==> src/hw/rtl/sdsh_pkg.sv <==
// sdsh_pkg: types and constants for the sd spi host sequencer
// no dependencies
`default_nettype none
package sdsh_pkg;

    localparam int unsigned BLOCK_BYTES = 512;

    typedef enum logic [2:0] {
        C_INIT  = 3'd0,
        C_READ  = 3'd1,
        C_WRITE = 3'd2,
        C_XCHG  = 3'd3,
        C_WBYTE = 3'd4,
        C_TICK  = 3'd5
    } t_cmd;

    typedef enum logic [1:0] {
        K_SEND = 2'd0,
        K_RDAT = 2'd1,
        K_NEED = 2'd2,
        K_DONE = 2'd3
    } t_kind;

    typedef enum logic [1:0] {
        ST_OK   = 2'd0,
        ST_ERR  = 2'd1,
        ST_NRDY = 2'd2,
        ST_PAR  = 2'd3
    } t_status;

    typedef enum logic [2:0] {
        REG_INIT_TO   = 3'd0,
        REG_LEGACY_TO = 3'd1,
        REG_READY_TO  = 3'd2,
        REG_TOKEN_TO  = 3'd3,
        REG_POLLS     = 3'd4
    } t_reg;

    typedef enum logic [4:0] {
        P_IDLE, P_C_DESEL, P_C_RDY, P_C_FRAME, P_C_SKIP, P_C_RESP, P_WAIT,
        P_DESEL_DONE, P_I_DUMMY, P_I_OCR8, P_I_OCR58, P_I_DESEL1, P_I_DESEL2,
        P_I_FAST, P_R_TOK, P_R_DATA, P_R_CRC, P_W_TOK, P_W_NEED, P_W_DATA,
        P_W_CRC, P_W_RESP, P_W_STOP
    } t_phase;

    localparam logic [7:0] OP_0   = 8'h40;
    localparam logic [7:0] OP_1   = 8'h41;
    localparam logic [7:0] OP_8   = 8'h48;
    localparam logic [7:0] OP_12  = 8'h4C;
    localparam logic [7:0] OP_16  = 8'h50;
    localparam logic [7:0] OP_17  = 8'h51;
    localparam logic [7:0] OP_18  = 8'h52;
    localparam logic [7:0] OP_23  = 8'h57;
    localparam logic [7:0] OP_24  = 8'h58;
    localparam logic [7:0] OP_25  = 8'h59;
    localparam logic [7:0] OP_55  = 8'h77;
    localparam logic [7:0] OP_58  = 8'h7A;
    localparam logic [7:0] OP_A41 = 8'hE9;

    localparam logic [3:0] TY_MMC = 4'd1;
    localparam logic [3:0] TY_SD1 = 4'd2;
    localparam logic [3:0] TY_SD2 = 4'd4;
    localparam logic [3:0] TY_BLK = 4'd8;

    typedef struct packed {
        logic [2:0]  cmd;
        logic [31:0] sector;
        logic [15:0] block_count;
        logic [7:0]  miso_byte;
        logic [7:0]  write_byte;
    } t_in;

    typedef struct packed {
        logic [1:0] kind;
        logic [7:0] byte_value;
        logic       chip_select;
        logic       fast_clock;
        logic [1:0] status;
        logic [3:0] card_kind;
        logic       last;
    } t_out;

    typedef struct packed {
        logic [2:0]  index;
        logic [15:0] data;
    } t_cfg;

endpackage
`default_nettype wire

==> src/hw/rtl/sdsh_if.sv <==
// sdsh_if: valid/ready channel interfaces for items and configuration
// depends on sdsh_pkg
`default_nettype none
interface sdsh_in_if;
    logic           valid;
    logic           ready;
    sdsh_pkg::t_in  payload;
    modport source (output valid, output payload, input ready);
    modport sink   (input valid, input payload, output ready);
endinterface

interface sdsh_out_if;
    logic           valid;
    logic           ready;
    sdsh_pkg::t_out payload;
    modport source (output valid, output payload, input ready);
    modport sink   (input valid, input payload, output ready);
endinterface

interface sdsh_cfg_if;
    logic           valid;
    logic           ready;
    sdsh_pkg::t_cfg payload;
    modport source (output valid, output payload, input ready);
    modport sink   (input valid, input payload, output ready);
endinterface
`default_nettype wire

==> src/hw/rtl/sdsh_outq.sv <==
// sdsh_outq: small result queue, up to two items pushed per cycle
// depends on sdsh_pkg
`default_nettype none
module sdsh_outq (
    input  wire logic            i_clk,
    input  wire logic            i_rst_n,
    input  wire logic [1:0]      i_push_n,
    input  wire sdsh_pkg::t_out  i_item0,
    input  wire sdsh_pkg::t_out  i_item1,
    output logic                 o_room,
    output logic                 o_valid,
    output sdsh_pkg::t_out       o_item,
    input  wire logic            i_pop
);
    sdsh_pkg::t_out r_mem [4];
    logic [1:0] r_wp, r_rp;
    logic [2:0] r_cnt;
    logic [2:0] n_cnt;
    logic       pop;

    assign o_valid = (r_cnt != 3'd0);
    assign o_item  = r_mem[r_rp];
    assign pop     = i_pop && o_valid;
    // two free slots are needed for the worst case item
    assign o_room  = (r_cnt <= 3'd2);
    assign n_cnt   = r_cnt + {1'b0, i_push_n} - {2'b0, pop};

    always_ff @(posedge i_clk) begin
        if (!i_rst_n) begin
            r_wp  <= '0;
            r_rp  <= '0;
            r_cnt <= '0;
        end else begin
            r_wp  <= r_wp + i_push_n;
            r_rp  <= r_rp + {1'b0, pop};
            r_cnt <= n_cnt;
        end
    end

    always_ff @(posedge i_clk) begin
        if (i_push_n != 2'd0) r_mem[r_wp] <= i_item0;
        if (i_push_n == 2'd2) r_mem[r_wp + 2'd1] <= i_item1;
    end
endmodule
`default_nettype wire

==> src/hw/rtl/sd_spi_host_sequencer_top.sv <==
// sd_spi_host_sequencer_top: sd card spi mode init, read and write sequencer
// depends on sdsh_pkg, sdsh_if, sdsh_outq
//
// channel  | dir | content
// i_in     | in  | cmd, sector, block_count, miso_byte, write_byte
// o_out    | out | kind, byte_value, chip_select, fast_clock, status, card_kind, last
// i_cfg    | in  | register index, 16-bit data
//
// one item per cycle while input ready is high: the next phase and byte are
// worked out in one step from the registered state, results go to a four-entry queue
// input ready drops only while the queue has fewer than two free slots
// synchronous active-low reset returns to idle, uninitialised, default limits
`default_nettype none
module sd_spi_host_sequencer_top #(
    parameter int unsigned DUMMY_BYTES = 10
) (
    input  wire logic  i_clk,
    input  wire logic  i_rst_n,
    sdsh_in_if.sink    i_in,
    sdsh_out_if.source o_out,
    sdsh_cfg_if.sink   i_cfg
);
    typedef enum logic [4:0] {
        R_NONE, R_CMD0, R_CMD8, R_A41, R_C58, R_V1, R_V1R, R_V1C16, R_C16F,
        R_RD, R_C12, R_W24, R_W55, R_W23, R_W25, R_WRDY, R_WBLK, R_WSTOP
    } t_ret;

    logic [15:0] r_init_to, r_legacy_to, r_ready_to, r_token_to;
    logic [7:0]  r_polls;

    sdsh_pkg::t_phase r_phase, n_phase;
    logic [3:0]  r_card, n_card, r_wty, n_wty;
    logic        r_noinit, n_noinit, r_cs, n_cs, r_fast, n_fast;
    logic [15:0] r_ms, n_ms, r_rdy, n_rdy;
    logic [7:0]  r_poll, n_poll;
    logic [9:0]  r_bi, n_bi;
    logic [15:0] r_left, n_left;
    logic [31:0] r_addr, n_addr;
    logic [47:0] r_frame, n_frame;
    logic [31:0] r_ocr, n_ocr, r_parg, n_parg;
    t_ret        r_cret, n_cret, r_wret, n_wret;
    logic [7:0]  r_resp, n_resp;
    logic        r_rdyok, n_rdyok, r_apend, n_apend, r_multi, n_multi;
    logic [7:0]  r_pcmd, n_pcmd;
    logic [1:0]  r_fst, n_fst;

    logic [1:0]      npush;
    sdsh_pkg::t_out  item0, item1;
    logic            room, acc;
    sdsh_pkg::t_in   d;

    assign d     = i_in.payload;
    assign acc   = i_in.valid && i_in.ready;
    assign i_in.ready  = room;
    assign i_cfg.ready = 1'b1;

    always_ff @(posedge i_clk) begin
        if (!i_rst_n) begin
            r_init_to   <= 16'd3000;
            r_legacy_to <= 16'd1000;
            r_ready_to  <= 16'd500;
            r_token_to  <= 16'd500;
            r_polls     <= 8'd100;
        end else if (i_cfg.valid) begin
            case (i_cfg.payload.index)
                sdsh_pkg::REG_INIT_TO:   r_init_to   <= i_cfg.payload.data;
                sdsh_pkg::REG_LEGACY_TO: r_legacy_to <= i_cfg.payload.data;
                sdsh_pkg::REG_READY_TO:  r_ready_to  <= i_cfg.payload.data;
                sdsh_pkg::REG_TOKEN_TO:  r_token_to  <= i_cfg.payload.data;
                sdsh_pkg::REG_POLLS:     r_polls     <= i_cfg.payload.data[7:0];
                default: ;
            endcase
        end
    end

    function automatic logic [47:0] frame_of(input logic [7:0] op, input logic [31:0] arg);
        logic [7:0] crc;
        crc = (op == sdsh_pkg::OP_0) ? 8'h95 : (op == sdsh_pkg::OP_8) ? 8'h87 : 8'h01;
        return {op, arg, crc};
    endfunction

    function automatic logic [7:0] fbyte(input logic [47:0] f, input logic [9:0] k);
        logic [7:0] b;
        case (k)
            10'd0: b = f[47:40];
            10'd1: b = f[39:32];
            10'd2: b = f[31:24];
            10'd3: b = f[23:16];
            10'd4: b = f[15:8];
            10'd5: b = f[7:0];
            default: b = 8'hFF;
        endcase
        return b;
    endfunction

    // the step is written as a sequence of blocking updates on n_ copies
    always_comb begin
        logic        emit_s, emit_d, emit_n, emit_r;
        logic [7:0]  sb, rb;
        logic [1:0]  dst;
        logic        rlast, go_cont, go_cmd, go_wait, go_ie, go_dd;
        t_ret        ck, cmd_ret, wret_v;
        logic [7:0]  cop, r8;
        logic [31:0] carg;
        logic [1:0]  dd_st;
        logic [15:0] lm1;
        logic [31:0] socr;

        n_phase = r_phase; n_card = r_card; n_wty = r_wty; n_noinit = r_noinit;
        n_cs = r_cs; n_fast = r_fast; n_ms = r_ms; n_rdy = r_rdy; n_poll = r_poll;
        n_bi = r_bi; n_left = r_left; n_addr = r_addr; n_frame = r_frame;
        n_ocr = r_ocr; n_parg = r_parg; n_cret = r_cret; n_wret = r_wret;
        n_resp = r_resp; n_rdyok = r_rdyok; n_apend = r_apend; n_multi = r_multi;
        n_pcmd = r_pcmd; n_fst = r_fst;
        emit_s = 1'b0; emit_d = 1'b0; emit_n = 1'b0; emit_r = 1'b0;
        sb = 8'hFF; rb = 8'h00; dst = sdsh_pkg::ST_OK; rlast = 1'b0;
        go_cont = 1'b0; go_cmd = 1'b0; go_wait = 1'b0; go_ie = 1'b0; go_dd = 1'b0;
        ck = R_NONE; cmd_ret = R_NONE; wret_v = R_NONE; cop = 8'h00; carg = '0;
        dd_st = sdsh_pkg::ST_OK; lm1 = r_left - 16'd1; socr = '0;
        r8 = d.miso_byte;

        if (acc) begin
            case (d.cmd)
                sdsh_pkg::C_TICK: begin
                    if (r_ms != 16'hFFFF) n_ms = r_ms + 16'd1;
                    if (r_rdy != 16'hFFFF) n_rdy = r_rdy + 16'd1;
                end
                sdsh_pkg::C_INIT: begin
                    if (r_phase == sdsh_pkg::P_IDLE) begin
                        n_fast = 1'b0; n_cs = 1'b0; n_bi = '0;
                        n_phase = sdsh_pkg::P_I_DUMMY; emit_s = 1'b1;
                    end
                end
                sdsh_pkg::C_READ, sdsh_pkg::C_WRITE: begin
                    if (r_phase == sdsh_pkg::P_IDLE) begin
                        if (d.block_count == 16'd0) begin
                            emit_d = 1'b1; dst = sdsh_pkg::ST_PAR;
                        end else if (r_noinit) begin
                            emit_d = 1'b1; dst = sdsh_pkg::ST_NRDY;
                        end else begin
                            n_addr = r_card[3] ? d.sector : {d.sector[22:0], 9'd0};
                            n_left = d.block_count;
                            n_multi = (d.block_count != 16'd1);
                            go_cmd = 1'b1; carg = n_addr;
                            if (d.cmd == sdsh_pkg::C_READ) begin
                                cop = n_multi ? sdsh_pkg::OP_18 : sdsh_pkg::OP_17;
                                cmd_ret = R_RD;
                            end else if (!n_multi) begin
                                cop = sdsh_pkg::OP_24; cmd_ret = R_W24;
                            end else if ((r_card & (sdsh_pkg::TY_SD1 | sdsh_pkg::TY_SD2)) != 0) begin
                                cop = sdsh_pkg::OP_55; carg = '0; cmd_ret = R_W55;
                            end else begin
                                cop = sdsh_pkg::OP_23; carg = {16'd0, d.block_count};
                                cmd_ret = R_W23;
                            end
                        end
                    end
                end
                sdsh_pkg::C_WBYTE: begin
                    if (r_phase == sdsh_pkg::P_W_NEED) begin
                        n_phase = sdsh_pkg::P_W_DATA; emit_s = 1'b1; sb = d.write_byte;
                    end
                end
                sdsh_pkg::C_XCHG: begin
                    unique case (r_phase)
                        sdsh_pkg::P_IDLE, sdsh_pkg::P_W_NEED: ;
                        sdsh_pkg::P_C_DESEL: begin
                            n_cs = 1'b1; n_bi = '0;
                            if (r_frame[47:40] == sdsh_pkg::OP_0) begin
                                n_phase = sdsh_pkg::P_C_FRAME; emit_s = 1'b1;
                                sb = r_frame[47:40];
                            end else begin
                                n_rdy = '0; n_phase = sdsh_pkg::P_C_RDY; emit_s = 1'b1;
                            end
                        end
                        sdsh_pkg::P_C_RDY: begin
                            if (r8 == 8'hFF) begin
                                n_bi = '0; n_phase = sdsh_pkg::P_C_FRAME; emit_s = 1'b1;
                                sb = r_frame[47:40];
                            end else if (r_rdy >= r_ready_to) begin
                                n_apend = 1'b0; n_resp = 8'hFF; go_cont = 1'b1; ck = r_cret;
                            end else emit_s = 1'b1;
                        end
                        sdsh_pkg::P_C_FRAME: begin
                            n_bi = r_bi + 10'd1;
                            emit_s = 1'b1;
                            if (n_bi < 10'd6) sb = fbyte(r_frame, n_bi);
                            else if (r_frame[47:40] == sdsh_pkg::OP_12)
                                n_phase = sdsh_pkg::P_C_SKIP;
                            else begin
                                n_poll = r_polls; n_phase = sdsh_pkg::P_C_RESP;
                            end
                        end
                        sdsh_pkg::P_C_SKIP: begin
                            n_poll = r_polls; n_phase = sdsh_pkg::P_C_RESP; emit_s = 1'b1;
                        end
                        sdsh_pkg::P_C_RESP: begin
                            n_poll = r_poll - 8'd1;
                            if (r8[7] && n_poll != 8'd0) emit_s = 1'b1;
                            else begin
                                n_resp = r8;
                                if (r_apend) begin
                                    n_apend = 1'b0;
                                    if (r8 > 8'd1) begin
                                        go_cont = 1'b1; ck = r_cret;
                                    end else begin
                                        n_frame = frame_of(r_pcmd, r_parg);
                                        n_cs = 1'b0; n_phase = sdsh_pkg::P_C_DESEL;
                                        emit_s = 1'b1;
                                    end
                                end else begin
                                    go_cont = 1'b1; ck = r_cret;
                                end
                            end
                        end
                        sdsh_pkg::P_WAIT: begin
                            if (r8 == 8'hFF) begin
                                n_rdyok = 1'b1; go_cont = 1'b1; ck = r_wret;
                            end else if (r_rdy >= r_ready_to) begin
                                n_rdyok = 1'b0; go_cont = 1'b1; ck = r_wret;
                            end else emit_s = 1'b1;
                        end
                        sdsh_pkg::P_DESEL_DONE: begin
                            emit_d = 1'b1; dst = r_fst;
                        end
                        sdsh_pkg::P_I_DUMMY: begin
                            n_bi = r_bi + 10'd1;
                            if (n_bi <= 10'(DUMMY_BYTES)) emit_s = 1'b1;
                            else begin
                                n_wty = '0; go_cmd = 1'b1; cop = sdsh_pkg::OP_0;
                                cmd_ret = R_CMD0;
                            end
                        end
                        sdsh_pkg::P_I_OCR8, sdsh_pkg::P_I_OCR58: begin
                            socr = {r_ocr[23:0], r8};
                            n_ocr = socr;
                            n_bi = r_bi + 10'd1;
                            if (n_bi < 10'd4) emit_s = 1'b1;
                            else if (r_phase == sdsh_pkg::P_I_OCR8) begin
                                if (socr[15:0] == 16'h01AA) begin
                                    if (r_ms < r_init_to) begin
                                        go_cmd = 1'b1; cop = sdsh_pkg::OP_A41;
                                        carg = 32'h4000_0000; cmd_ret = R_A41;
                                    end else go_ie = 1'b1;
                                end else go_ie = 1'b1;
                            end else begin
                                n_wty = socr[30] ? (sdsh_pkg::TY_SD2 | sdsh_pkg::TY_BLK)
                                                 : sdsh_pkg::TY_SD2;
                                go_ie = 1'b1;
                            end
                        end
                        sdsh_pkg::P_I_DESEL1: begin
                            if (r_wty != 0) begin
                                go_cmd = 1'b1; cop = sdsh_pkg::OP_16;
                                carg = 32'(sdsh_pkg::BLOCK_BYTES); cmd_ret = R_C16F;
                            end else begin
                                n_noinit = 1'b1; emit_d = 1'b1; dst = sdsh_pkg::ST_ERR;
                            end
                        end
                        sdsh_pkg::P_I_DESEL2: begin
                            if (r_wty == 0) begin
                                n_noinit = 1'b1; emit_d = 1'b1; dst = sdsh_pkg::ST_ERR;
                            end else begin
                                n_noinit = 1'b0; n_fast = 1'b1;
                                n_phase = sdsh_pkg::P_I_FAST; emit_s = 1'b1;
                            end
                        end
                        sdsh_pkg::P_I_FAST: begin
                            emit_d = 1'b1; dst = sdsh_pkg::ST_OK;
                        end
                        sdsh_pkg::P_R_TOK: begin
                            if (r8 == 8'hFE) begin
                                n_bi = '0; n_phase = sdsh_pkg::P_R_DATA; emit_s = 1'b1;
                            end else if (r_ms >= r_token_to) begin
                                go_dd = 1'b1; dd_st = sdsh_pkg::ST_ERR;
                            end else emit_s = 1'b1;
                        end
                        sdsh_pkg::P_R_DATA: begin
                            rlast = (r_bi >= 10'(sdsh_pkg::BLOCK_BYTES - 1));
                            emit_r = 1'b1; rb = r8;
                            if (rlast) begin
                                n_bi = '0; n_phase = sdsh_pkg::P_R_CRC;
                            end else n_bi = r_bi + 10'd1;
                        end
                        sdsh_pkg::P_R_CRC: begin
                            n_bi = r_bi + 10'd1;
                            if (n_bi < 10'd2) emit_s = 1'b1;
                            else if (!r_multi) begin
                                go_dd = 1'b1; dd_st = sdsh_pkg::ST_OK;
                            end else begin
                                n_left = lm1;
                                if (lm1 != 16'd0) begin
                                    n_ms = '0; n_phase = sdsh_pkg::P_R_TOK; emit_s = 1'b1;
                                end else begin
                                    go_cmd = 1'b1; cop = sdsh_pkg::OP_12; cmd_ret = R_C12;
                                end
                            end
                        end
                        sdsh_pkg::P_W_TOK: begin
                            n_bi = '0; n_phase = sdsh_pkg::P_W_NEED; emit_n = 1'b1;
                        end
                        sdsh_pkg::P_W_DATA: begin
                            n_bi = r_bi + 10'd1;
                            if ({1'b0, n_bi} < 11'(sdsh_pkg::BLOCK_BYTES) && n_bi != 10'd0) begin
                                n_phase = sdsh_pkg::P_W_NEED; emit_n = 1'b1;
                            end else begin
                                n_bi = '0; n_phase = sdsh_pkg::P_W_CRC; emit_s = 1'b1;
                            end
                        end
                        sdsh_pkg::P_W_CRC: begin
                            n_bi = r_bi + 10'd1;
                            if (n_bi >= 10'd2) n_phase = sdsh_pkg::P_W_RESP;
                            emit_s = 1'b1;
                        end
                        sdsh_pkg::P_W_RESP: begin
                            if (r8[4:0] != 5'h05) begin
                                go_dd = 1'b1; dd_st = sdsh_pkg::ST_ERR;
                            end else begin
                                go_wait = 1'b1; wret_v = R_WBLK;
                            end
                        end
                        sdsh_pkg::P_W_STOP: begin
                            go_wait = 1'b1; wret_v = R_WSTOP;
                        end
                        default: ;
                    endcase
                end
                default: ;
            endcase
        end

        // continuation after a command or ready wait
        if (go_cont) begin
            case (ck)
                R_CMD0: begin
                    if (n_resp == 8'd1) begin
                        n_ms = '0; go_cmd = 1'b1; cop = sdsh_pkg::OP_8;
                        carg = 32'h1AA; cmd_ret = R_CMD8;
                    end else go_ie = 1'b1;
                end
                R_CMD8: begin
                    if (n_resp == 8'd1) begin
                        n_ocr = '0; n_bi = '0; n_phase = sdsh_pkg::P_I_OCR8; emit_s = 1'b1;
                    end else begin
                        go_cmd = 1'b1; cop = sdsh_pkg::OP_A41; cmd_ret = R_V1;
                    end
                end
                R_A41: begin
                    go_cmd = (r_ms < r_init_to);
                    go_ie = !go_cmd;
                    if (n_resp != 8'd0) begin
                        cop = sdsh_pkg::OP_A41; carg = 32'h4000_0000; cmd_ret = R_A41;
                    end else begin
                        cop = sdsh_pkg::OP_58; cmd_ret = R_C58;
                    end
                end
                R_C58: begin
                    if (n_resp == 8'd0) begin
                        n_ocr = '0; n_bi = '0; n_phase = sdsh_pkg::P_I_OCR58; emit_s = 1'b1;
                    end else go_ie = 1'b1;
                end
                R_V1, R_V1R: begin
                    if (ck == R_V1)
                        n_wty = (n_resp <= 8'd1) ? sdsh_pkg::TY_SD1 : sdsh_pkg::TY_MMC;
                    go_cmd = 1'b1;
                    if (ck == R_V1R && n_resp == 8'd0) begin
                        cop = sdsh_pkg::OP_16; carg = 32'(sdsh_pkg::BLOCK_BYTES);
                        cmd_ret = R_V1C16;
                    end else if (r_ms < r_legacy_to) begin
                        cop = (n_wty == sdsh_pkg::TY_SD1) ? sdsh_pkg::OP_A41 : sdsh_pkg::OP_1;
                        cmd_ret = R_V1R;
                    end else begin
                        cop = sdsh_pkg::OP_16; carg = 32'(sdsh_pkg::BLOCK_BYTES);
                        cmd_ret = R_V1C16;
                    end
                end
                R_V1C16: begin
                    if (r_ms >= r_legacy_to || n_resp != 8'd0) n_wty = '0;
                    go_ie = 1'b1;
                end
                R_C16F: begin
                    if (n_resp != 8'd0) n_wty = '0;
                    n_cs = 1'b0; n_phase = sdsh_pkg::P_I_DESEL2; emit_s = 1'b1;
                end
                R_RD: begin
                    if (n_resp == 8'd0) begin
                        n_ms = '0; n_phase = sdsh_pkg::P_R_TOK; emit_s = 1'b1;
                    end else begin
                        go_dd = 1'b1; dd_st = sdsh_pkg::ST_ERR;
                    end
                end
                R_C12: begin
                    go_dd = 1'b1; dd_st = sdsh_pkg::ST_OK;
                end
                R_W55: begin
                    go_cmd = 1'b1; cop = sdsh_pkg::OP_23; carg = {16'd0, r_left};
                    cmd_ret = R_W23;
                end
                R_W23: begin
                    go_cmd = 1'b1; cop = sdsh_pkg::OP_25; carg = r_addr; cmd_ret = R_W25;
                end
                R_W24, R_W25: begin
                    if (n_resp == 8'd0) begin
                        go_wait = 1'b1; wret_v = R_WRDY;
                    end else begin
                        go_dd = 1'b1; dd_st = sdsh_pkg::ST_ERR;
                    end
                end
                R_WRDY: begin
                    if (!n_rdyok) begin
                        go_dd = 1'b1; dd_st = sdsh_pkg::ST_ERR;
                    end else begin
                        n_phase = sdsh_pkg::P_W_TOK; emit_s = 1'b1;
                        sb = r_multi ? 8'hFC : 8'hFE;
                    end
                end
                R_WBLK: begin
                    if (!r_multi) begin
                        go_dd = 1'b1; dd_st = n_rdyok ? sdsh_pkg::ST_OK : sdsh_pkg::ST_ERR;
                    end else if (!n_rdyok) begin
                        n_phase = sdsh_pkg::P_W_STOP; emit_s = 1'b1; sb = 8'hFD;
                    end else begin
                        n_left = lm1; emit_s = 1'b1;
                        if (lm1 != 16'd0) begin
                            n_phase = sdsh_pkg::P_W_TOK; sb = 8'hFC;
                        end else begin
                            n_phase = sdsh_pkg::P_W_STOP; sb = 8'hFD;
                        end
                    end
                end
                R_WSTOP: begin
                    go_dd = 1'b1;
                    dd_st = (!n_rdyok || r_left != 16'd0) ? sdsh_pkg::ST_ERR : sdsh_pkg::ST_OK;
                end
                default: begin
                    emit_d = 1'b1; dst = sdsh_pkg::ST_ERR;
                end
            endcase
        end

        if (go_cmd) begin
            n_cret = cmd_ret;
            if (cop[7]) begin
                n_apend = 1'b1; n_pcmd = {1'b0, cop[6:0]}; n_parg = carg;
                n_frame = frame_of(sdsh_pkg::OP_55, '0);
            end else begin
                n_apend = 1'b0; n_frame = frame_of(cop, carg);
            end
            n_cs = 1'b0; n_phase = sdsh_pkg::P_C_DESEL; emit_s = 1'b1;
        end
        if (go_wait) begin
            n_wret = wret_v; n_rdy = '0; n_phase = sdsh_pkg::P_WAIT; emit_s = 1'b1;
        end
        if (go_ie) begin
            n_card = n_wty; n_cs = 1'b0; n_phase = sdsh_pkg::P_I_DESEL1; emit_s = 1'b1;
        end
        if (go_dd) begin
            n_fst = dd_st; n_cs = 1'b0; n_phase = sdsh_pkg::P_DESEL_DONE; emit_s = 1'b1;
        end
        if (emit_d) n_phase = sdsh_pkg::P_IDLE;

        item0 = '0; item1 = '0;
        item0.chip_select = n_cs; item0.fast_clock = n_fast; item0.card_kind = n_card;
        item1.chip_select = n_cs; item1.fast_clock = n_fast; item1.card_kind = n_card;
        item1.kind = sdsh_pkg::K_SEND; item1.byte_value = 8'hFF;
        npush = 2'd0;
        if (emit_r) begin
            item0.kind = sdsh_pkg::K_RDAT; item0.byte_value = rb; item0.last = rlast;
            npush = 2'd2;
        end else if (emit_d) begin
            item0.kind = sdsh_pkg::K_DONE; item0.status = dst; npush = 2'd1;
        end else if (emit_n) begin
            item0.kind = sdsh_pkg::K_NEED; npush = 2'd1;
        end else if (emit_s) begin
            item0.kind = sdsh_pkg::K_SEND; item0.byte_value = sb; npush = 2'd1;
        end
    end

    always_ff @(posedge i_clk) begin
        if (!i_rst_n) begin
            r_phase <= sdsh_pkg::P_IDLE; r_card <= '0; r_wty <= '0; r_noinit <= 1'b1;
            r_cs <= 1'b0; r_fast <= 1'b0; r_ms <= '0; r_rdy <= '0; r_poll <= '0;
            r_bi <= '0; r_left <= '0; r_addr <= '0; r_frame <= '0; r_ocr <= '0;
            r_parg <= '0; r_cret <= R_NONE; r_wret <= R_NONE; r_resp <= '0;
            r_rdyok <= 1'b0; r_apend <= 1'b0; r_multi <= 1'b0; r_pcmd <= '0;
            r_fst <= '0;
        end else begin
            r_phase <= n_phase; r_card <= n_card; r_wty <= n_wty; r_noinit <= n_noinit;
            r_cs <= n_cs; r_fast <= n_fast; r_ms <= n_ms; r_rdy <= n_rdy; r_poll <= n_poll;
            r_bi <= n_bi; r_left <= n_left; r_addr <= n_addr; r_frame <= n_frame;
            r_ocr <= n_ocr; r_parg <= n_parg; r_cret <= n_cret; r_wret <= n_wret;
            r_resp <= n_resp; r_rdyok <= n_rdyok; r_apend <= n_apend;
            r_multi <= n_multi; r_pcmd <= n_pcmd; r_fst <= n_fst;
        end
    end

    sdsh_outq u_outq (
        .i_clk   (i_clk),
        .i_rst_n (i_rst_n),
        .i_push_n(npush),
        .i_item0 (item0),
        .i_item1 (item1),
        .o_room  (room),
        .o_valid (o_out.valid),
        .o_item  (o_out.payload),
        .i_pop   (o_out.ready)
    );
endmodule
`default_nettype wire

==> src/flat_wrapper.sv <==
// flat-port wrapper written by rule: the top's interface ports become plain ports
module sd_spi_host_sequencer_top_flat 
#(
    parameter int unsigned DUMMY_BYTES = 10
)
  (i_clk, i_rst_n, i_in_valid, i_in_payload, i_in_ready, o_out_valid, o_out_payload, o_out_ready, i_cfg_valid, i_cfg_payload, i_cfg_ready);
  sdsh_in_if i_in_i ();
  sdsh_out_if o_out_i ();
  sdsh_cfg_if i_cfg_i ();
  input  wire logic i_clk;
  input  wire logic i_rst_n;
  input wire logic [$bits(i_in_i.valid)-1:0] i_in_valid;
  input wire logic [$bits(i_in_i.payload)-1:0] i_in_payload;
  output wire logic [$bits(i_in_i.ready)-1:0] i_in_ready;
  output wire logic [$bits(o_out_i.valid)-1:0] o_out_valid;
  output wire logic [$bits(o_out_i.payload)-1:0] o_out_payload;
  input wire logic [$bits(o_out_i.ready)-1:0] o_out_ready;
  input wire logic [$bits(i_cfg_i.valid)-1:0] i_cfg_valid;
  input wire logic [$bits(i_cfg_i.payload)-1:0] i_cfg_payload;
  output wire logic [$bits(i_cfg_i.ready)-1:0] i_cfg_ready;
  assign i_in_i.valid = i_in_valid;
  assign i_in_i.payload = i_in_payload;
  assign i_in_ready = i_in_i.ready;
  assign o_out_valid = o_out_i.valid;
  assign o_out_payload = o_out_i.payload;
  assign o_out_i.ready = o_out_ready;
  assign i_cfg_i.valid = i_cfg_valid;
  assign i_cfg_i.payload = i_cfg_payload;
  assign i_cfg_ready = i_cfg_i.ready;
  sd_spi_host_sequencer_top #(.DUMMY_BYTES(DUMMY_BYTES)) u_core (.i_clk(i_clk), .i_rst_n(i_rst_n), .i_in(i_in_i), .o_out(o_out_i), .i_cfg(i_cfg_i));
endmodule
==> config.mk <==
export PLATFORM = sky130hd
export DESIGN_NAME = sd_spi_host_sequencer_top_flat
export DESIGN_NICKNAME = d
export VERILOG_FILES = /design/src/hw/rtl/sdsh_pkg.sv /design/src/hw/rtl/sdsh_if.sv /design/src/hw/rtl/sdsh_outq.sv /design/src/hw/rtl/sd_spi_host_sequencer_top.sv /design/src/flat_wrapper.sv
export SDC_FILE = /design/constraint.sdc
export NUM_CORES = 1
export LEC_CHECK = 0
export ABC_AREA = 1
export BUFFER_PORTS_ARGS = -buffer_cell sky130_fd_sc_hd__buf_2
export CORE_AREA = 8 8 260 325
export DETAILED_ROUTE_END_ITERATION = 10
export DIE_AREA = 0 0 268 333
export SLEW_MARGIN = 30
export SYNTH_ARGS = -nofsm -noshare
export SYNTH_HDL_FRONTEND = slang
export SYNTH_HIERARCHICAL = 1
export SYNTH_SLANG_ARGS = --single-unit
==> constraint.sdc <==
create_clock -name i_clk -period 6.15 [get_ports i_clk]
set_input_delay 1.23 -clock i_clk [delete_from_list [all_inputs] [get_ports i_clk]]
set_output_delay 1.23 -clock i_clk [all_outputs]
set_load 0.005 [all_outputs]
==> impl_results.html, run 1 <==
<table>
<tr><th>Metric</th><th>Value</th></tr>
<tr><th colspan="2">Clock tree</th></tr>
<tr><td>Post-CTS Setup Bufs</td><td>0</td></tr>
<tr><td>Num CTS Buffers</td><td>45</td></tr>
<tr><td>Cts-stage hold buffer count</td><td>0</td></tr>
<tr><td>Clock tree root buffer cell</td><td>sky130_fd_sc_hd__clkbuf_16</td></tr>
<tr><td>Number of gates given a new drive strength after cts</td><td>0</td></tr>
<tr><td>Clock transition at the registers of the reported paths</td><td>about 0.06 ns</td></tr>
<tr><td>Clock latency on the worst-skew pair</td><td>approximately 0.61 ns</td></tr>
<tr><td>CTS sink cnt</td><td>between 300 and 400</td></tr>
<tr><td>TritonCTS clock tree</td><td>yes</td></tr>
<tr><td>H-tree depth</td><td>2</td></tr>
<tr><td>Clock Path Buffers</td><td>3</td></tr>
<tr><th colspan="2">Global routing</th></tr>
<tr><td>Pin count of the biggest net entering global routing</td><td>122</td></tr>
<tr><td>Vias in the first global route</td><td>between 20000 and 25000</td></tr>
<tr><td>Wire length of the first global-routing pass</td><td>around 130000 µm</td></tr>
<tr><td>Total global routing track utilization</td><td>0.181</td></tr>
<tr><td>Initial antenna violation count</td><td>1</td></tr>
<tr><td>Overflow after GRT</td><td>0</td></tr>
<tr><th colspan="2">Timing</th></tr>
<tr><td>Final setup violation count</td><td>0</td></tr>
<tr><td>Final clock period utilization by the worst path</td><td>0.847</td></tr>
<tr><td>Max Transition Viols Final</td><td>0</td></tr>
<tr><td>Remaining max-slew budget at the tightest pin</td><td>0.328</td></tr>
<tr><td>Accumulated negative setup slack</td><td>0 ns</td></tr>
<tr><td>Minimum period implied by the final worst setup slack</td><td>between 5 and 6 ns</td></tr>
<tr><td>Final clock skew</td><td>between 0.04 and 0.05 ns</td></tr>
<tr><td>Count of endpoints failing hold in the final timing report</td><td>0</td></tr>
<tr><td>Fmax</td><td>~190 MHz</td></tr>
<tr><td>RSZ-0062 raised after global routing</td><td>false</td></tr>
<tr><td>Tightest Pin Transition</td><td>about 1 ns</td></tr>
<tr><td>Min setup slack post-route</td><td>~0.94 ns</td></tr>
<tr><th colspan="2">Finish</th></tr>
<tr><td>Multi-input combinational cell area</td><td>about 0.013 mm²</td></tr>
<tr><td>Post-layout net count</td><td>around 3600</td></tr>
<tr><td>Combined flip-flop and latch cell area</td><td>roughly 0.0084 mm²</td></tr>
<tr><td>Area delta synth-&gt;final</td><td>13.7%</td></tr>
<tr><td># fillers</td><td>~8600</td></tr>
<tr><td>Share of layout cells above drive strength 1</td><td>0.115</td></tr>
<tr><th colspan="2">Route</th></tr>
<tr><td>Number of DRC markers after the initial detailed-route iteration</td><td>2181</td></tr>
<tr><td>Antenna-violating nets left</td><td>0</td></tr>
<tr><td>Wirelength per Cell</td><td>18.5 µm</td></tr>
<tr><td>Routed wire length</td><td>roughly 84000 µm</td></tr>
<tr><td>Remaining design rule violation count</td><td>0</td></tr>
<tr><td>Via Count</td><td>23500</td></tr>
<tr><td>Detailed Routing Iterations Pass 1</td><td>6</td></tr>
<tr><td>Routed vias/inst</td><td>5.19</td></tr>
<tr><th colspan="2">Pwr</th></tr>
<tr><td>Net Sw Frac</td><td>0.295</td></tr>
<tr><td>Leakage dissipation</td><td>~11 nW</td></tr>
<tr><td>Reg power frac</td><td>0.420</td></tr>
<tr><td>Share of power burned in combinational logic</td><td>0.152</td></tr>
<tr><td>Internal power consumption</td><td>0.00449 W</td></tr>
<tr><td>PwrDens</td><td>238 mW/mm²</td></tr>
<tr><td>Power share of the clock group</td><td>0.429</td></tr>
<tr><td>Net Switching</td><td>~0.0019 W</td></tr>
<tr><td>Peak ir drop on the vdd network</td><td>around 0.17 mV</td></tr>
<tr><th colspan="2">Worst setup path</th></tr>
<tr><td>Family of cells with the greatest summed delay on the critical path</td><td>simple AND/OR/NAND/NOR gates</td></tr>
<tr><td>Library cell contributing the largest single delay on the critical path</td><td>sky130_fd_sc_hd__nor2_1</td></tr>
<tr><td>Element type at the critical path end</td><td>flop</td></tr>
<tr><td>CP peak stage delay</td><td>0.63 ns</td></tr>
<tr><td>Startpoint type of the worst setup path</td><td>flop</td></tr>
<tr><td>Required @ worst endpoint</td><td>6.52 ns</td></tr>
<tr><td>Largest fanout of any net on the critical path</td><td>11</td></tr>
<tr><td>Crit Path Category</td><td>flop to flop</td></tr>
<tr><td>Crit-path most repeated cell</td><td>sky130_fd_sc_hd__nand2_1</td></tr>
<tr><td>Launch point of the worst reg-to-reg path</td><td>u_core/r_ready_to[9]</td></tr>
<tr><td>Critical Path Source</td><td>u_core/r_ready_to[9]</td></tr>
<tr><td>Worst Path Arrival</td><td>roughly 5.6 ns</td></tr>
<tr><td>Worst path bufs/invs</td><td>7</td></tr>
<tr><th colspan="2">Floorplan</th></tr>
<tr><td>Overall die area</td><td>approximately 0.09 mm²</td></tr>
<tr><td>Floorplan core area</td><td>0.0794 mm²</td></tr>
<tr><td>Die Y-Extent</td><td>333 µm</td></tr>
<tr><td>Die X-Extent</td><td>268 µm</td></tr>
<tr><td>Std cell rows</td><td>between 100 and 150</td></tr>
<tr><td>Starting utilization of the core area</td><td>0.297</td></tr>
<tr><td>Total I/O pin count</td><td>113</td></tr>
<tr><th colspan="2">Logic synthesis</th></tr>
<tr><td>Number of distinct library cells after synthesis</td><td>79</td></tr>
<tr><td>Gate count after technology mapping</td><td>3362</td></tr>
<tr><td>Cell with the most instances after synthesis</td><td>sky130_fd_sc_hd__nand2_1</td></tr>
<tr><td>Predominant post-synthesis flop cell</td><td>sky130_fd_sc_hd__dfxtp_1</td></tr>
<tr><td>Number of register bits inferred by synthesis</td><td>between 300 and 400</td></tr>
<tr><td>Count of flip-flops with a built-in enable after synthesis</td><td>76</td></tr>
<tr><td>Post-synthesis share of cell area spent on xor and xnor gates</td><td>0.00818</td></tr>
<tr><td>List of most frequent post-synthesis cells</td><td>sky130_fd_sc_hd__nand2_1 (606), sky130_fd_sc_hd__inv_1 (404), sky130_fd_sc_hd__o21ai_0 (351)</td></tr>
<tr><td>Largest cells by area after synthesis</td><td>sky130_fd_sc_hd__dfxtp_1 (26%), sky130_fd_sc_hd__edfxtp_1 (9.7%), sky130_fd_sc_hd__nand2_1 (9.7%), sky130_fd_sc_hd__o21ai_0 (7.5%), sky130_fd_sc_hd__inv_1 (6.4%)</td></tr>
<tr><td>Largest area contributor in the synthesized netlist</td><td>sky130_fd_sc_hd__dfxtp_1</td></tr>
<tr><td>Area share of fa/ha/maj cells after synthesis</td><td>0.0423</td></tr>
<tr><td>Number of warning messages in the yosys log</td><td>6</td></tr>
<tr><td>Fraction of post-synthesis cell area in the top cell type by area</td><td>0.258</td></tr>
<tr><td>Post-synthesis compound-gate area fraction</td><td>0.221</td></tr>
<tr><td>Mean instance size in the synthesized netlist</td><td>about 7.0 µm²</td></tr>
<tr><td>Cell Area, Synth</td><td>roughly 0.024 mm²</td></tr>
<tr><td>Post-Synth Simple-Gate Area</td><td>0.262</td></tr>
<tr><td>Portion of netlist area occupied by mux cells</td><td>0.00807</td></tr>
<tr><td>Part of the Yosys area used for sequential elements</td><td>0.355</td></tr>
<tr><td>Main combinational cell family by area after synthesis</td><td>simple AND/OR/NAND/NOR gates</td></tr>
<tr><td>Share of flip-flops with an asynchronous set or reset after synthesis</td><td>0</td></tr>
<tr><th colspan="2">Place</th></tr>
<tr><td>Half-perimeter wire length of the detailed placement result</td><td>61800 µm</td></tr>
<tr><td>Number of buffers inserted by port buffering</td><td>roughly 110</td></tr>
<tr><td>Routability-driven placement congestion ratio</td><td>just over 1</td></tr>
<tr><td>Pre-CTS setup slack</td><td>between 0.4 and 0.5 ns</td></tr>
<tr><th colspan="2">Run status</th></tr>
<tr><td>Run status</td><td>complete, no violations</td></tr>
<tr><th colspan="2">Worst hold path</th></tr>
<tr><td>Origin of the worst min-delay path</td><td>u_core/r_parg[13]</td></tr>
<tr><td>Hold/Removal Path Class</td><td>flop to flop</td></tr>
<tr><th colspan="2">Run</th></tr>
<tr><td>Max-cap violations</td><td>0</td></tr>
</table>
area by class of cell:
| type | count | area share |
|---|---|---|
| timing repair buffer | 160 | 0.0362 |
| antenna | 1 | 0.0000935 |
| tap | 1062 | 0.0496 |
| inverter | 458 | 0.0644 |
| clock inverter | 19 | 0.00874 |
| multi-input combinational | 2388 | 0.481 |
| clock buffer | 61 | 0.0473 |
| sequential | 380 | 0.313 |
power groups by stage:
stage,combinational [W],sequential (W),clock [W]
after detailed placement,0.000958,0.00272,0
after global routing,0.00107,0.00268,0.00289
after floorplan,0.000580,0.00270,0
after CTS,0.000960,0.00267,0.00280
final,0.000965,0.00267,0.00273
after global placement,0.000945,0.00272,0
registers in the layout, indices dropped and copies added, names as in the netlist, 32 cells and up:
name	flops
u_core/u_outq/r_mem	76
u_core/r_frame	43
u_core/r_addr	32
u_core/r_parg	32
metal layers:
layer / GRT usage / up-vias / part of all wire
met5: 0 / - / 0
met4: 0.0696 / 0 / 0.040
met3: 0.0249 / 173 / 0.061
met2: 0.298 / 822 / 0.46
met1: 0.239 / 10900 / 0.44
li1: - / 11600 / -
layout by cell type (no fill, tap or decap), types with 64 or more instances in the layout:
cell type	n
sky130_fd_sc_hd__edfxtp_1	76
sky130_fd_sc_hd__a21oi_1	213
sky130_fd_sc_hd__inv_1	402
sky130_fd_sc_hd__buf_2	110
sky130_fd_sc_hd__dfxtp_1	304
sky130_fd_sc_hd__o21ai_0	350
sky130_fd_sc_hd__nor3_1	75
sky130_fd_sc_hd__nand4_1	64
sky130_fd_sc_hd__o21ai_1	67
sky130_fd_sc_hd__nand2_1	606
sky130_fd_sc_hd__nand3_1	174
sky130_fd_sc_hd__nor2_1	308
sky130_fd_sc_hd__ha_1	78
metrics by stage:
step / std cells / utilization / power, W / hold WS [ns] / instance area [µm²]
2_1_floorplan: 3374 / - / 0.00328 / 0.421 / 23600
3_3_place_gp: 4444 / 0.318 / 0.00367 / 0.440 / 25200
3_5_place_dp: 4448 / 0.318 / 0.00368 / 0.443 / 25300
4_1_cts: 4528 / 0.337 / 0.00643 / 0.453 / 26800
5_1_grt: 4529 / 0.337 / 0.00664 / 0.470 / 26800
6_report: 4529 / 0.337 / 0.00636 / 0.452 / 26800
kinds of logic (layout without fill, tap and decap cells):
| kind of cell | after synthesis | count (layout) |
|---|---|---|
| and+or+nand+nor | 1361 | 1361 |
| AOI/OAI and AO/OA | 893 | 893 |
| buffers and inverters | 606 | 698 |
| DFF | 380 | 380 |
| adders and majority gates | 79 | 79 |
| xor gates and xnor gates | 22 | 22 |
| muxes | 19 | 19 |
| other | 2 | 15 |
final timing paths:
| kind | end | cells past startpoint | slack (ns) |
|---|---|---|---|
| worst max-delay path | u_core/u_outq/r_mem[1][1] | 26 | 0.94 |
| worst min register to register | u_core/r_parg[13] | 2 | 0.45 |
| worst min-delay path | u_core/r_parg[13] | 2 | 0.45 |
| worst max register to register | u_core/u_outq/r_mem[1][1] | 26 | 0.94 |
worst reg2reg max path, cell delays in order, from the launching register on:
cell and delay (ns):
sky130_fd_sc_hd__dfxtp_1 0.30, sky130_fd_sc_hd__inv_1 0.05, sky130_fd_sc_hd__ha_1 0.31, sky130_fd_sc_hd__a21oi_1 0.16
sky130_fd_sc_hd__o21ai_0 0.09, sky130_fd_sc_hd__a21oi_1 0.45, sky130_fd_sc_hd__nand2_1 0.29, sky130_fd_sc_hd__nand2_4 0.18
sky130_fd_sc_hd__nand2_2 0.10, sky130_fd_sc_hd__nand2_1 0.11, sky130_fd_sc_hd__nand2_4 0.08, sky130_fd_sc_hd__nand2_4 0.08
sky130_fd_sc_hd__clkinv_2 0.10, sky130_fd_sc_hd__nor2_4 0.27, sky130_fd_sc_hd__inv_2 0.08, sky130_fd_sc_hd__nor2_1 0.24
sky130_fd_sc_hd__inv_2 0.09, sky130_fd_sc_hd__nand2_1 0.07, sky130_fd_sc_hd__inv_1 0.03, sky130_fd_sc_hd__nand4_1 0.13
sky130_fd_sc_hd__nand2_1 0.07, sky130_fd_sc_hd__inv_1 0.15, sky130_fd_sc_hd__o21ai_1 0.12, sky130_fd_sc_hd__or2_1 0.34
sky130_fd_sc_hd__nor2_1 0.63, sky130_fd_sc_hd__o31ai_4 0.25, sky130_fd_sc_hd__buf_8 0.23
(Power assumes the default switching activity.)
==> inputs of run 2 (changes only) <==
--- a/config.mk
+++ b/config.mk
@@ -5,11 +5,11 @@
 export SDC_FILE = /design/constraint.sdc
 export NUM_CORES = 1
 export LEC_CHECK = 0
-export ABC_AREA = 1
+export ABC_AREA = 0
 export BUFFER_PORTS_ARGS = -buffer_cell sky130_fd_sc_hd__buf_2
-export CORE_AREA = 8 8 260 325
+export CORE_AREA = 8 8 259 323
 export DETAILED_ROUTE_END_ITERATION = 10
-export DIE_AREA = 0 0 268 333
+export DIE_AREA = 0 0 267 331
 export SLEW_MARGIN = 30
 export SYNTH_ARGS = -nofsm -noshare
 export SYNTH_HDL_FRONTEND = slang
==> constraint.sdc (replaced) <==
create_clock -name i_clk -period 4.9 [get_ports i_clk]
set_input_delay 0.98 -clock i_clk [delete_from_list [all_inputs] [get_ports i_clk]]
set_output_delay 0.98 -clock i_clk [all_outputs]
set_load 0.005 [all_outputs]
==> run 2 against run 1 <==
Against the previous run: final area up 7.3%; synthesized cell count fell by 18%; critical endpoint is now u_core/u_outq/r_cnt[2]; synthesized area shrank 1.1%; hold slack gained 0.00090 ns; routed wire length up 8.1%; total power grew 16%; via count is 2.5% lower; clock power increased by 23%.
==> impl_results.html, run 2 <==
<table>
<tr><th>Metric</th><th>Value</th></tr>
<tr><th colspan="2">Timing</th></tr>
<tr><td>Count of endpoints failing hold in the final timing report</td><td>0</td></tr>
<tr><td>Final setup violation count</td><td>0</td></tr>
<tr><td>Final clock period utilization by the worst path</td><td>0.971</td></tr>
<tr><td>Minimum period implied by the final worst setup slack</td><td>between 4 and 5 ns</td></tr>
<tr><td>Remaining max-slew budget at the tightest pin</td><td>0.348</td></tr>
<tr><td>Fmax</td><td>around 210 MHz</td></tr>
<tr><td>Tightest Pin Transition</td><td>between 0.9 and 1 ns</td></tr>
<tr><td>Post-route worst hold slack</td><td>around 0.45 ns</td></tr>
<tr><td>Min setup slack post-route</td><td>~0.14 ns</td></tr>
<tr><td>Max Transition Viols Final</td><td>0</td></tr>
<tr><td>Final clock skew</td><td>roughly 0.022 ns</td></tr>
<tr><th colspan="2">Worst setup path</th></tr>
<tr><td>Critical path, cell by cell</td><td>inv_1, ha_1, or3_1, o2111ai_2, buf_4, o32ai_2, buf_4, o31ai_2, buf_4, o211ai_2, buf_6, o211a_1, and3_1, a211oi_2, a41o_1, nand4_4, or2_4, ha_2, fa_1, xnor3_1, nor2b_1</td></tr>
<tr><td>CP peak stage delay</td><td>roughly 0.43 ns</td></tr>
<tr><td>Setup slack of the most critical reg-to-reg path</td><td>~0.14 ns</td></tr>
<tr><td>Crit-path most repeated cell</td><td>sky130_fd_sc_hd__buf_4</td></tr>
<tr><td>Element type at the critical path end</td><td>flop</td></tr>
<tr><td>Crit Path Category</td><td>flop to flop</td></tr>
<tr><td>Required @ worst endpoint</td><td>~5.4 ns</td></tr>
<tr><td>Startpoint type of the worst setup path</td><td>flop</td></tr>
<tr><td>Worst Path Arrival</td><td>5.27 ns</td></tr>
<tr><td>Library cell contributing the largest single delay on the critical path</td><td>sky130_fd_sc_hd__fa_1</td></tr>
<tr><td>Family of cells with the greatest summed delay on the critical path</td><td>compound AO/OA/AOI/OAI gates</td></tr>
<tr><td>Largest fanout of any net on the critical path</td><td>8</td></tr>
<tr><td>Worst path bufs/invs</td><td>5</td></tr>
<tr><th colspan="2">Floorplan</th></tr>
<tr><td>Total I/O pin count</td><td>113</td></tr>
<tr><td>Starting utilization of the core area</td><td>0.297</td></tr>
<tr><td>Die X-Extent</td><td>roughly 270 µm</td></tr>
<tr><td>Std cell rows</td><td>about 120</td></tr>
<tr><td>Overall die area</td><td>0.0884 mm²</td></tr>
<tr><td>Floorplan core area</td><td>roughly 0.078 mm²</td></tr>
<tr><td>Die Y-Extent</td><td>between 300 and 400 µm</td></tr>
<tr><th colspan="2">Clock tree</th></tr>
<tr><td>Clock transition at the registers of the reported paths</td><td>around 0.06 ns</td></tr>
<tr><td>CTS sink cnt</td><td>between 300 and 400</td></tr>
<tr><td>Cts-stage hold buffer count</td><td>0</td></tr>
<tr><td>Num CTS Buffers</td><td>43</td></tr>
<tr><td>H-tree depth</td><td>2</td></tr>
<tr><td>Clock tree root buffer cell</td><td>sky130_fd_sc_hd__clkbuf_16</td></tr>
<tr><td>TritonCTS clock tree</td><td>yes</td></tr>
<tr><td>Clock latency on the worst-skew pair</td><td>0.59 ns</td></tr>
<tr><td>Clock Path Buffers</td><td>3</td></tr>
<tr><th colspan="2">Place</th></tr>
<tr><td>Pre-CTS setup slack</td><td>-0.279 ns</td></tr>
<tr><td>Dpl cells</td><td>about 4000</td></tr>
<tr><td>Half-perimeter wire length of the detailed placement result</td><td>a little under 70000 µm</td></tr>
<tr><td>Routability-driven placement congestion ratio</td><td>1.01</td></tr>
<tr><td>Number of buffers inserted by port buffering</td><td>about 110</td></tr>
<tr><th colspan="2">Route</th></tr>
<tr><td>Antenna-violating nets left</td><td>0</td></tr>
<tr><td>Via Count</td><td>roughly 23000</td></tr>
<tr><td>Number of DRC markers after the initial detailed-route iteration</td><td>between 2000 and 2500</td></tr>
<tr><td>Routed vias/inst</td><td>around 5.5</td></tr>
<tr><td>Remaining design rule violation count</td><td>0</td></tr>
<tr><td>Detailed Routing Iterations Pass 1</td><td>6</td></tr>
<tr><td>Wirelength per Cell</td><td>about 22 µm</td></tr>
<tr><td>Routed wire length</td><td>slightly above 90000 µm</td></tr>
<tr><th colspan="2">Logic synthesis</th></tr>
<tr><td>Largest cells by area after synthesis</td><td>sky130_fd_sc_hd__dfxtp_1 (26%), sky130_fd_sc_hd__edfxtp_1 (9.8%), sky130_fd_sc_hd__a21oi_1 (5.6%), sky130_fd_sc_hd__nand2_1 (5.1%), sky130_fd_sc_hd__ha_1 (4.2%)</td></tr>
<tr><td>Number of distinct library cells after synthesis</td><td>123</td></tr>
<tr><td>Largest area contributor in the synthesized netlist</td><td>sky130_fd_sc_hd__dfxtp_1</td></tr>
<tr><td>Part of the Yosys area used for sequential elements</td><td>0.359</td></tr>
<tr><td>Gate count after technology mapping</td><td>2757</td></tr>
<tr><td>Number of warning messages in the yosys log</td><td>6</td></tr>
<tr><td>Number of register bits inferred by synthesis</td><td>380</td></tr>
<tr><td>Cell with the most instances after synthesis</td><td>sky130_fd_sc_hd__nand2_1</td></tr>
<tr><td>List of most frequent post-synthesis cells</td><td>sky130_fd_sc_hd__nand2_1 (316), sky130_fd_sc_hd__dfxtp_1 (304), sky130_fd_sc_hd__a21oi_1 (259)</td></tr>
<tr><td>Count of flip-flops with a built-in enable after synthesis</td><td>76</td></tr>
<tr><td>Predominant post-synthesis flop cell</td><td>sky130_fd_sc_hd__dfxtp_1</td></tr>
<tr><td>Cell Area, Synth</td><td>0.0233 mm²</td></tr>
<tr><td>Share of flip-flops with an asynchronous set or reset after synthesis</td><td>0</td></tr>
<tr><td>Mean instance size in the synthesized netlist</td><td>about 8.4 µm²</td></tr>
<tr><td>Fraction of post-synthesis cell area in the top cell type by area</td><td>0.261</td></tr>
<tr><th colspan="2">Finish</th></tr>
<tr><td>Most common library cell in the layout ignoring fill and taps</td><td>sky130_fd_sc_hd__nand2_1</td></tr>
<tr><td>Max reg flops</td><td>76</td></tr>
<tr><td>Area delta synth-&gt;final</td><td>23.3%</td></tr>
<tr><td>Share of layout cells above drive strength 1</td><td>0.220</td></tr>
<tr><td>Final non-filler cell total</td><td>4181</td></tr>
<tr><td>Biggest regs</td><td>u_core/u_outq/r_mem (76), u_core/r_frame (43)</td></tr>
<tr><td>Commonest cells after routing, fill and taps aside</td><td>sky130_fd_sc_hd__nand2_1 (316), sky130_fd_sc_hd__dfxtp_1 (302), sky130_fd_sc_hd__buf_4 (293)</td></tr>
<tr><td>Most flop-heavy register</td><td>u_core/u_outq/r_mem</td></tr>
<tr><td>Post-layout net count</td><td>around 3300</td></tr>
<tr><th colspan="2">Global routing</th></tr>
<tr><td>Vias in the first global route</td><td>21900</td></tr>
<tr><td>Total global routing track utilization</td><td>0.197</td></tr>
<tr><td>Wire length of the first global-routing pass</td><td>between 100000 and 150000 µm</td></tr>
<tr><td>Overflow after GRT</td><td>0</td></tr>
<tr><td>Pin count of the biggest net entering global routing</td><td>69</td></tr>
<tr><td>Initial antenna violation count</td><td>3</td></tr>
<tr><th colspan="2">Pwr</th></tr>
<tr><td>Leakage dissipation</td><td>roughly 11 nW</td></tr>
<tr><td>PwrDens</td><td>approximately 260 mW/mm²</td></tr>
<tr><td>Peak ir drop on the vdd network</td><td>between 0.2 and 0.25 mV</td></tr>
<tr><th colspan="2">Worst hold path</th></tr>
<tr><td>Hold/Removal Path Class</td><td>flop to flop</td></tr>
<tr><th colspan="2">Run</th></tr>
<tr><td>Max-cap violations</td><td>0</td></tr>
<tr><th colspan="2">Run status</th></tr>
<tr><td>Run status</td><td>complete, no violations</td></tr>
</table>
run 2: cell count changes after synthesis, moves of 46 or more:
cell	delta
sky130_fd_sc_hd__a21oi_1	+46
sky130_fd_sc_hd__and2_1	+60
sky130_fd_sc_hd__inv_1	-311
sky130_fd_sc_hd__mux2_2	+68
sky130_fd_sc_hd__nand2_1	-290
sky130_fd_sc_hd__nand3_1	-93
sky130_fd_sc_hd__nor2_1	-68
sky130_fd_sc_hd__o21a_1	+46
sky130_fd_sc_hd__o21ai_0	-205
run 2: tightest hold or removal path, cell delays in order (launching register included):
cell	delay, ns
sky130_fd_sc_hd__dfxtp_1	0.30
sky130_fd_sc_hd__nand2_1	0.05
sky130_fd_sc_hd__a21oi_1	0.05
run 2: what timing repair did:
item	CTS	global route
setup buffers	4	6
gates cloned	1	0
endpoints found under the setup margin	110	188
pin swaps	3	14
resized for setup	7	34
run 2: logic make-up after synthesis:
group,Yosys count,synth area share
AOI/OAI and AO/OA,835,0.241
xor gates and xnor gates,28,0.0117
adders and majority gates,79,0.0428
buffers and inverters,271,0.0504
DFF,380,0.359
muxes,138,0.0754
other,2,0.000322
and+or+nand+nor,1024,0.219
run 2: layout make-up:
type | count | area (µm²)
fillers | 8079 | 49700
multi-input cells | 2158 | 14200
flip-flops and latches | 380 | 8370
repair buffers | 418 | 3020
well taps | 1053 | 1320
clock buffers | 56 | 1170
inverters | 93 | 352
clock inverters | 22 | 282
diodes | 1 | 2.50
run 2: final timing paths:
kind / start / to / cells past startpoint
hold / removal: u_core/r_token_to[9] / u_core/r_token_to[9] / 2
hold reg to reg: u_core/r_token_to[9] / u_core/r_token_to[9] / 2
setup / recovery: u_core/r_ready_to[2] / u_core/u_outq/r_cnt[2] / 21
setup reg to reg: u_core/r_ready_to[2] / u_core/u_outq/r_cnt[2] / 21
run 2: metal layers:
layer	global-route usage	vias to the layer above	part of all wire
met1	0.244	11000	0.42
li1	-	10800	-
met3	0.0315	240	0.058
met2	0.329	853	0.47
met4	0.0998	4	0.052
met5	0	-	0.00029
run 2: stage by stage:
stage / cell area (µm²) / util / power (W) / setup TNS, ns
final: 28700 / 0.366 / 0.00741 / 0
after global routing: 28700 / 0.366 / 0.00769 / -0.0763
after CTS: 28500 / 0.364 / 0.00749 / 0
after detailed placement: 27000 / 0.344 / 0.00412 / -27.46
after global placement: 27000 / 0.344 / 0.00411 / -23.66
after floorplan: 23500 / - / 0.00378 / 0
run 2: report_power, final:
group          switching [W]  internal (W)
Clock                0.00140       0.00196
Combinational       0.000438      0.000338
Sequential         0.0000385       0.00324
Total                0.00188       0.00553
